### src/rtl/core/easc_pkg.sv
// Shared types and constants for the encoder angle, speed and current sense block.
// Holds the controller/datapath command and status structs and the fixed widths.
// No dependencies.
package easc_pkg;

	// Stream payload widths, padded to whole bytes.
	localparam int S_DATA_W = 112;
	localparam int M_DATA_W = 80;
	localparam int CFG_W    = 32;
	localparam int CFG_IX_W = 3;

	// Shared multiply-accumulate unit: 96-bit operand taken 32 bits per step.
	localparam int MAC_AW    = 96;
	localparam int MAC_BW    = 36;
	localparam int ACC_W     = MAC_AW + MAC_BW;
	localparam int MAC_STEPS = MAC_AW / 32;
	localparam int MAC_CNT_W = 2;

	// Shared restoring divider, one quotient bit per step.
	localparam int DIV_W     = 136;
	localparam int QUO_W     = 64;
	localparam int DIV_CNT_W = 6;
	localparam int DEN_W     = 88;

	// Current scaling: 3.3/4096 V per LSB is 33/40960, rounded half away from zero.
	// The division by 40960 = 8192 * 5 is a 13-bit shift followed by a multiply with
	// ceil(2^34 / 5), which gives the exact quotient by five for any 32-bit value.
	localparam logic [ACC_W-1:0]     CUR_ROUND  = ACC_W'(20480);
	localparam int                   CUR_SHIFT  = 13;
	localparam logic [MAC_BW-1:0]    DIV5_RECIP = 36'h0_CCCC_CCCD;
	localparam int                   DIV5_SHIFT = 34;
	localparam logic [DIV_CNT_W-1:0] ANG_STEPS  = DIV_CNT_W'(56);
	localparam logic [DIV_CNT_W-1:0] SPD_STEPS  = DIV_CNT_W'(32);

	// round(2*pi * 2^32)
	localparam logic [MAC_BW-1:0] TWO_PI_Q32 = 36'h6_487E_D511;

	typedef enum logic [CFG_IX_W-1:0] {
		CFG_CPR  = 3'd0,
		CFG_PP   = 3'd1,
		CFG_ENC  = 3'd2,
		CFG_TICK = 3'd3,
		CFG_GAIN = 3'd4,
		CFG_OFF  = 3'd5
	} cfg_idx_t;

	typedef enum logic [3:0] {
		OP_NONE,
		OP_CUR_MUL,
		OP_CUR_DIV,
		OP_CUR_SAVE,
		OP_ANG_MUL,
		OP_ANG_DIV,
		OP_ANG_SAVE,
		OP_DEN_MUL,
		OP_DEN_SAVE,
		OP_SPD_MUL1,
		OP_SPD_MUL2,
		OP_SPD_MUL3,
		OP_SPD_DIV,
		OP_SPD_SAVE
	} op_t;

	typedef struct packed {
		op_t  op;
		logic load;
		logic hold_clr;
		logic spd_clr;
		logic last_upd;
		logic out_load;
	} cmd_t;

	typedef struct packed {
		logic mac_done;
		logic div_done;
		logic busy;
		logic enc_on;
		logic count_ok;
		logic have_last;
		logic dt_zero;
		logic out_free;
	} sts_t;

endpackage

### src/rtl/core/easc_ctrl.sv
// Controller: one-hot sequencer that steps one item through the shared
// multiplier and divider and decides which held values change.
// Depends on easc_pkg.
module easc_ctrl (
	input  logic           clk,
	input  logic           arst_n,
	input  logic           s_tvalid,
	output logic           s_tready,
	input  easc_pkg::sts_t sts,
	output easc_pkg::cmd_t cmd
);
	import easc_pkg::*;

	typedef enum logic [10:0] {
		S_IDLE     = 11'b000_0000_0001,
		S_CUR_MUL  = 11'b000_0000_0010,
		S_CUR_DIV  = 11'b000_0000_0100,
		S_ANG_MUL  = 11'b000_0000_1000,
		S_ANG_DIV  = 11'b000_0001_0000,
		S_DEN_MUL  = 11'b000_0010_0000,
		S_SPD_MUL1 = 11'b000_0100_0000,
		S_SPD_MUL2 = 11'b000_1000_0000,
		S_SPD_MUL3 = 11'b001_0000_0000,
		S_SPD_DIV  = 11'b010_0000_0000,
		S_OUT      = 11'b100_0000_0000
	} state_t;

	state_t state_q, state_d;
	logic   pend_q, pend_d;
	logic   can_go;

	// A step launches its unit once, then waits for that unit's done pulse.
	assign can_go   = !pend_q && !sts.busy;
	assign s_tready = (state_q == S_IDLE);

	always_ff @(posedge clk or negedge arst_n) begin
		if (!arst_n) begin
			state_q <= S_IDLE;
			pend_q  <= 1'b0;
		end else begin
			state_q <= state_d;
			pend_q  <= pend_d;
		end
	end

	always_comb begin
		state_d = state_q;
		pend_d  = pend_q;
		cmd     = '0;
		cmd.op  = OP_NONE;
		case (state_q)
			S_IDLE: begin
				if (s_tvalid) begin
					cmd.load = 1'b1;
					state_d  = S_CUR_MUL;
				end
			end
			S_CUR_MUL: begin
				if (can_go) begin
					cmd.op = OP_CUR_MUL;
					pend_d = 1'b1;
				end else if (pend_q && sts.mac_done) begin
					pend_d  = 1'b0;
					state_d = S_CUR_DIV;
				end
			end
			S_CUR_DIV: begin
				// The division by 40960 runs as a reciprocal multiply on the MAC.
				if (can_go) begin
					cmd.op = OP_CUR_DIV;
					pend_d = 1'b1;
				end else if (pend_q && sts.mac_done) begin
					pend_d = 1'b0;
					cmd.op = OP_CUR_SAVE;
					if (!sts.enc_on) begin
						cmd.hold_clr = 1'b1;
						state_d      = S_OUT;
					end else if (!sts.count_ok) begin
						state_d = S_OUT;
					end else begin
						state_d = S_ANG_MUL;
					end
				end
			end
			S_ANG_MUL: begin
				if (can_go) begin
					cmd.op = OP_ANG_MUL;
					pend_d = 1'b1;
				end else if (pend_q && sts.mac_done) begin
					pend_d  = 1'b0;
					state_d = S_ANG_DIV;
				end
			end
			S_ANG_DIV: begin
				if (can_go) begin
					cmd.op = OP_ANG_DIV;
					pend_d = 1'b1;
				end else if (pend_q && sts.div_done) begin
					pend_d = 1'b0;
					cmd.op = OP_ANG_SAVE;
					if (!sts.have_last) begin
						cmd.spd_clr  = 1'b1;
						cmd.last_upd = 1'b1;
						state_d      = S_OUT;
					end else if (sts.dt_zero) begin
						cmd.last_upd = 1'b1;
						state_d      = S_OUT;
					end else begin
						state_d = S_DEN_MUL;
					end
				end
			end
			S_DEN_MUL: begin
				if (can_go) begin
					cmd.op = OP_DEN_MUL;
					pend_d = 1'b1;
				end else if (pend_q && sts.mac_done) begin
					pend_d  = 1'b0;
					cmd.op  = OP_DEN_SAVE;
					state_d = S_SPD_MUL1;
				end
			end
			S_SPD_MUL1: begin
				if (can_go) begin
					cmd.op = OP_SPD_MUL1;
					pend_d = 1'b1;
				end else if (pend_q && sts.mac_done) begin
					pend_d  = 1'b0;
					state_d = S_SPD_MUL2;
				end
			end
			S_SPD_MUL2: begin
				if (can_go) begin
					cmd.op = OP_SPD_MUL2;
					pend_d = 1'b1;
				end else if (pend_q && sts.mac_done) begin
					pend_d  = 1'b0;
					state_d = S_SPD_MUL3;
				end
			end
			S_SPD_MUL3: begin
				if (can_go) begin
					cmd.op = OP_SPD_MUL3;
					pend_d = 1'b1;
				end else if (pend_q && sts.mac_done) begin
					pend_d  = 1'b0;
					state_d = S_SPD_DIV;
				end
			end
			S_SPD_DIV: begin
				if (can_go) begin
					cmd.op = OP_SPD_DIV;
					pend_d = 1'b1;
				end else if (pend_q && sts.div_done) begin
					pend_d       = 1'b0;
					cmd.op       = OP_SPD_SAVE;
					cmd.last_upd = 1'b1;
					state_d      = S_OUT;
				end
			end
			S_OUT: begin
				if (sts.out_free) begin
					cmd.out_load = 1'b1;
					state_d      = S_IDLE;
				end
			end
			default: begin
				state_d = S_IDLE;
				pend_d  = 1'b0;
			end
		endcase
	end

endmodule

### config.mk
export PLATFORM = sky130hd
export DESIGN_NAME = easc_ctrl
export DESIGN_NICKNAME = d
export VERILOG_FILES = /design/src/rtl/core/easc_pkg.sv /design/src/rtl/core/easc_ctrl.sv
export SDC_FILE = /design/constraint.sdc
export NUM_CORES = 1
export LEC_CHECK = 0
export ABC_AREA = 1
export BUFFER_PORTS_ARGS = -buffer_cell sky130_fd_sc_hd__buf_2
export CORE_AREA = 2 2 48 50
export CTS_CLUSTER_DIAMETER = 200
export DETAILED_ROUTE_END_ITERATION = 8
export DIE_AREA = 0 0 50 52
export PLACE_DENSITY = 0.85
export SYNTH_ARGS = -nofsm -noshare
export SYNTH_HDL_FRONTEND = slang
export SYNTH_SLANG_ARGS = --single-unit
### constraint.sdc
create_clock -name clk -period 2 [get_ports clk]
set_clock_uncertainty 0.15 [all_clocks]
set_input_delay 0.1 -clock clk [delete_from_list [all_inputs] [get_ports clk]]
set_output_delay 0.1 -clock clk [all_outputs]
set_load 0.01 [all_outputs]
==> results of run 1 <==
-- power groups by stage --
stage	Combinational, W	Clock [W]	Sequential (W)
2_1_floorplan	0.000696	0	0.000331
3_3_place_gp	0.000786	0	0.000338
3_5_place_dp	0.000800	0	0.000339
4_1_cts	0.000954	0.000210	0.000333
5_1_grt	0.00140	0.000225	0.000337
6_report	0.00135	0.000215	0.000338
-- layout make-up --
class                   instances  area, µm²  area share [%]
repair buffers                 58        413            24.0
multi-input cells             129        830            48.2
well taps                      28       35.0            2.04
clock buffers                   4       36.3            2.11
flip-flops and latches         12        303            17.6
inverters                      27        104            6.04
-- Yosys cell counts, drive strengths merged, types with 2 or more instances --
cell type / number / share of area (%)
a21oi: 4 / 2.9
dfrtp: 11 / 25
inv: 27 / 9.3
nand2: 63 / 28
nand3: 16 / 7.8
nor2: 31 / 13
nor3: 5 / 2.8
o2111ai: 2 / 1.6
o21ai: 4 / 2.5
-- what timing repair did --
item / 4_1_cts / 5_1_grt
pin swaps: 17 / 18
hold buffers: 3 / 0
hold endpoints to repair: 14 / 0
endpoints found under the setup margin: 5 / 20
setup buffers: 21 / 11
gates resized for setup: 22 / 21
cloned: 0 / 1
-- registers in the layout, indices dropped and copies added (netlist names) --
signal   count
pend_q       1
state_q     11
-- cells by family (layout without fill, tap and decap cells) --
kind of cell | count (synthesis) | in the layout | synth area share [%]
AO/OA/AOI/OAI | 11 | 11 | 7.83
buffers and inverters | 28 | 89 | 11.2
flip-flops | 12 | 12 | 27.8
AND/OR/NAND/NOR | 117 | 118 | 53.2
-- path summary, 6_finish.rpt --
path                              end  slack, ns  startpoint
max in group asynchronous  state_q[0]       1.35      arst_n
min in group asynchronous      pend_q       0.06      arst_n
hold reg to reg            state_q[0]       0.42  state_q[0]
setup reg to reg               pend_q      -0.26  state_q[3]
setup / recovery               cmd[8]      -0.33  state_q[5]
hold / removal             state_q[5]    -0.0007      sts[2]
-- metrics by stage --
step / cells / area [µm²] / hold WS (ns) / total power (W)
CTS: 247 / 1540 / 0.0108 / 0.00150
detailed placement: 219 / 1230 / -0.153 / 0.00114
floorplan: 168 / 1090 / -0.346 / 0.00103
finish: 258 / 1720 / -0.000697 / 0.00190
global placement: 219 / 1230 / -0.156 / 0.00112
global route: 258 / 1720 / 0.0466 / 0.00196
-- metal layers --
metal	vias to the layer above	global-route usage, %
met3	50	3.74
li1	649	-
met5	-	0
met2	140	51.8
met1	700	33.8
met4	0	20.4
-- critical path: stages, from the launching register on --
cell and delay [ns]:
dfrtp_2 0.45, nor2_4 0.15, nand2_4 0.10, nor2_4 0.18, nand2_2 0.10, buf_4 0.17
nand3_1 0.14, nand2_1 0.12, o221ai_1 0.16, buf_2 0.19
==> reports/metrics.cfg, run 1 <==
[cts]
cts_made_buffers = 3
clock-root-buffer = clkbuf_4
cts_buffer_depth = 2
clkLatencyLatePin_ns = 0.30
htreeDepth = 1
path_clk_slew_ns = 0.09
cts_tree = built
cts.sinks = 12

[timing]
setup_viol = 20
tns_ns = -2.56
tightest_slew_ns = 0.510
setup_slack_ns = -0.332
hold_slack_ns = -0.000697
min_period_ns = 2.33
period_share_pct = 117
slew_violations = 0
fmax_ghz = 0.429
relSlewSlack_pct = 65.9
finalHoldViolCount = 1
rsz0062_at_grt = true

[detailed_routing]
drtIter0Drc = 118
routed_wl_um = 4950
wl_met2_um = 2440
highest_layer = met4
vias_per_cell = 5.97
routedWlPerCell_um = 19.2
drc = 0
ant_nets = 0
dr.pass1.iters = 7
vias = 1539
wl_met3_um = 468
met1_length_um = 1650

[power]
power.share.sequential_pct = 17.8
p_comb_share_pct = 70.9
leakagePower_nw = 0.975
intPower_w = 0.000885
p_sw_w = 0.00101
peakVddDrop_uv = 690
switching_share_pct = 53.4
clockPowerShare_pct = 11.3
powerDensity_nw_per_um2 = 1100

[critical_path]
cp_max_fo = 3
crit_path_start_kind = flop
worstPathRequired_ns = 1.75
reg2regPathDepth = 16
arrival_ns = 2.08
critPathKind = reg -> out
cp-end-kind = output port

[final_layout]
final_layout_size_suffix_gt1_share_pct = 51.7
diodes = 0
nFillCells = 123
syn_to_final_growth_pct = 58.4
utilization_pct = 81.7
nNetsFinal = 242
layout_commonest_cell = nand2_1
final_cell_mix = nand2_1 (37), buf_4 (32), inv_1 (22)

[synthesis]
syn_inst = 168
synth_top_flop_cell = dfrtp_1
synthesis.area_um2 = 1090
syn_nets = 179
syn-mean-instance-area_um2 = 6.46
synth_cell_types = 23
synth_edf_count = 0
ys_warn_count = 0
synthArstFlopShare_pct = 100
seq_area_frac_synth_pct = 27.8
ys_seq_elements = 12

[global_routing]
grt_max_degree = 13
overflow = 0
antenna_found_initial = 0
grt_pass1_vias = 1285
grt_pass1_wl_um = 5660
track_usage_pct = 29.7

[status]
violations = negative hold slack, negative setup slack
outcome = finished, violations left

[hold_path]
whs_path_depth = 5
hold_path.class = in -> reg

[placement]
hpwlAfterDp_um = 2020
io_buffers = 20
place_ws_ns = 0.0112
place_congestion = 0.937

[floorplan]
chipHeight_um = 52
die_x_um = 50
start_util_pct = 51.6
ios = 21
core_area_um2 = 2110
dieArea_um2 = 2600
rows = 17

[flow_run]
maxCapViolCount = 0

(Power assumes the default switching activity.)
==> run 2, diff against run 1 <==
BUFFER_PORTS_ARGS = -buffer_cell sky130_fd_sc_hd__buf_4   (was -buffer_cell sky130_fd_sc_hd__buf_2)
CORE_AREA = 2 2 53 55   (was 2 2 48 50)
DIE_AREA = 0 0 55 57   (was 0 0 50 52)
PLACE_DENSITY = 0.73   (was 0.85)
==> run 2 against run 1 <==
Wire length shrank 21%. Via count shrank 11%. Die area grew 21%. Critical path type unchanged. Core utilization shrank 13 points. Critical path depth grew 3. The run ends with negative setup slack left. Hold slack gained 0.013 ns. Sequential share of layout area shrank 0.84 points. Count of clock-buffer cells in the layout is the same. Combinational power shrank 14%. Flip-flop and latch count is the same. Maximum frequency grew 9.4%. Cell count grew 0.78%.
==> reports/metrics.cfg, run 2 (synthesized netlist as in run 1, its figures left out) <==
[status]
outcome = finished, violations left
violations = negative setup slack

[floorplan]
ios = 21
die_x_um = 55
core_area_um2 = 2620
dieArea_um2 = 3140
chipHeight_um = 57
rows = 19
start_util_pct = 41.5

[timing]
finalHoldViolCount = 0
hold_slack_ns = 0.0126
setup_viol = 4
fmax_ghz = 0.469
tightest_slew_ns = 0.415
period_share_pct = 107
rsz0062_at_grt = true
min_period_ns = 2.13
slew_violations = 0
relSlewSlack_pct = 72.1
setup_slack_ns = -0.130

[detailed_routing]
routed_wl_um = 3930
highest_layer = met4
met1_length_um = 1530
ant_nets = 0
routedWlPerCell_um = 15.1
drc = 0
wl_met3_um = 204
drtIter0Drc = 39
vias_per_cell = 5.30
vias = 1377
dr.pass1.iters = 4
wl_met2_um = 1950

[power]
power.share.sequential_pct = 20.2
p_sw_w = 0.000887
switching_share_pct = 52.8
powerDensity_nw_per_um2 = 934
p_comb_share_pct = 69.1
clockPowerShare_pct = 10.7
leakagePower_nw = 0.997
peakVddDrop_uv = 790
intPower_w = 0.000794

[critical_path]
cp_max_fo = 4
crit_path_start_kind = flop
reg2regPathDepth = 10
r2r-end = state_q[3]
cp-end-kind = output port
r2r_setup_slack_ns = 0.01
arrival_ns = 1.88
r2r-start = state_q[0]
worstPathRequired_ns = 1.75
critPathKind = reg -> out

[cts]
cts_buffer_depth = 2
cts_tree = built
clock-root-buffer = clkbuf_4
htreeDepth = 1
cts.sinks = 12
path_clk_slew_ns = 0.09
clkLatencyLatePin_ns = 0.30
cts_made_buffers = 3

[hold_path]
hold_path.class = in -> reg
whs_path_depth = 5
min_to = state_q[5]
hold_start = sts[2]

[final_layout]
utilization_pct = 68.8
nNetsFinal = 241
final_cell_mix = buf_4 (48), nand2_1 (34), nand2_2 (21)
final_cells = 260
largest-register = state_q
largest_reg_flops = 11
diodes = 0
fin_area_um2 = 1800
syn_to_final_growth_pct = 65.7
top_regs = state_q: 11 flops, pend_q: 1 flops
final_layout_size_suffix_gt1_share_pct = 54.1
layout_commonest_cell = buf_4

[placement]
place_congestion = 0.899
place_inst = 222
post_dp_cell_area_um2 = 1280
hpwlAfterDp_um = 2160
io_buffers = 20

[global_routing]
overflow = 0
track_usage_pct = 24.3
grt_pass1_wl_um = 5550
grt_max_degree = 13
antenna_found_initial = 0
grt_pass1_vias = 1258

[flow_run]
maxCapViolCount = 0

-- run 2: power groups by stage --
stage               clock network (W)  registers (W)  logic, W
global route                 0.000194       0.000346   0.00126
floorplan                           0       0.000331  0.000696
finish                       0.000179       0.000340   0.00116
detailed placement                  0       0.000340  0.000830
CTS                          0.000177       0.000325  0.000946
global placement                    0       0.000339  0.000824
-- run 2: critical path: stages (launching register included) --
cell and delay [ns]:
dfrtp_1 0.44, nor2_4 0.13, nand2_4 0.10, nor2_4 0.18, nand3_4 0.14, nand2_4 0.12
inv_4 0.04, nand3_2 0.06, nand2_1 0.06, inv_2 0.06, nand2_1 0.05, o21ai_1 0.06
buf_4 0.13
-- run 2: layer usage --
layer	vias up	GRT usage [%]
met1	636	30.9
met4	0	12.9
met5	-	0
met3	27	5.24
met2	63	37.8
li1	651	-
-- run 2: layout make-up --
cell class                 instances  area, µm²
clock buffer                       4       26.3
fill                             205        816
inverter                          27        109
multi-input combinational        129        866
sequential                        12        302
tap                               31       38.8
timing repair buffer              57        458
-- run 2: how the worst max path moves through the flow --
stage	start	end	cells after the start
6_report	state_q[5]	cmd[7]	12
5_1_grt	state_q[2]	cmd[7]	13
4_1_cts	state_q[1]	cmd[7]	12
3_5_place_dp	state_q[5]	cmd[7]	12
3_3_place_gp	state_q[5]	cmd[7]	12
2_1_floorplan	state_q[0]	state_q[9]	12
-- run 2: timing repair --
item,in CTS,in global routing
resized for setup,23,36
setup buffers,18,12
setup endpoints to repair,5,19
pin swaps,19,18
hold endpoints to repair,14,0
gates cloned,0,1
hold buffers,3,0
-- run 2: metrics by stage --
stage / setup WS [ns] / TNS, ns / total power [W]
after floorplan: 0.215 / 0 / 0.00103
after global routing: -0.258 / -1.71 / 0.00180
final: -0.130 / -0.403 / 0.00168
after CTS: -0.0965 / -0.345 / 0.00145
after detailed placement: 0.0199 / 0 / 0.00117
after global placement: 0.0227 / 0 / 0.00116
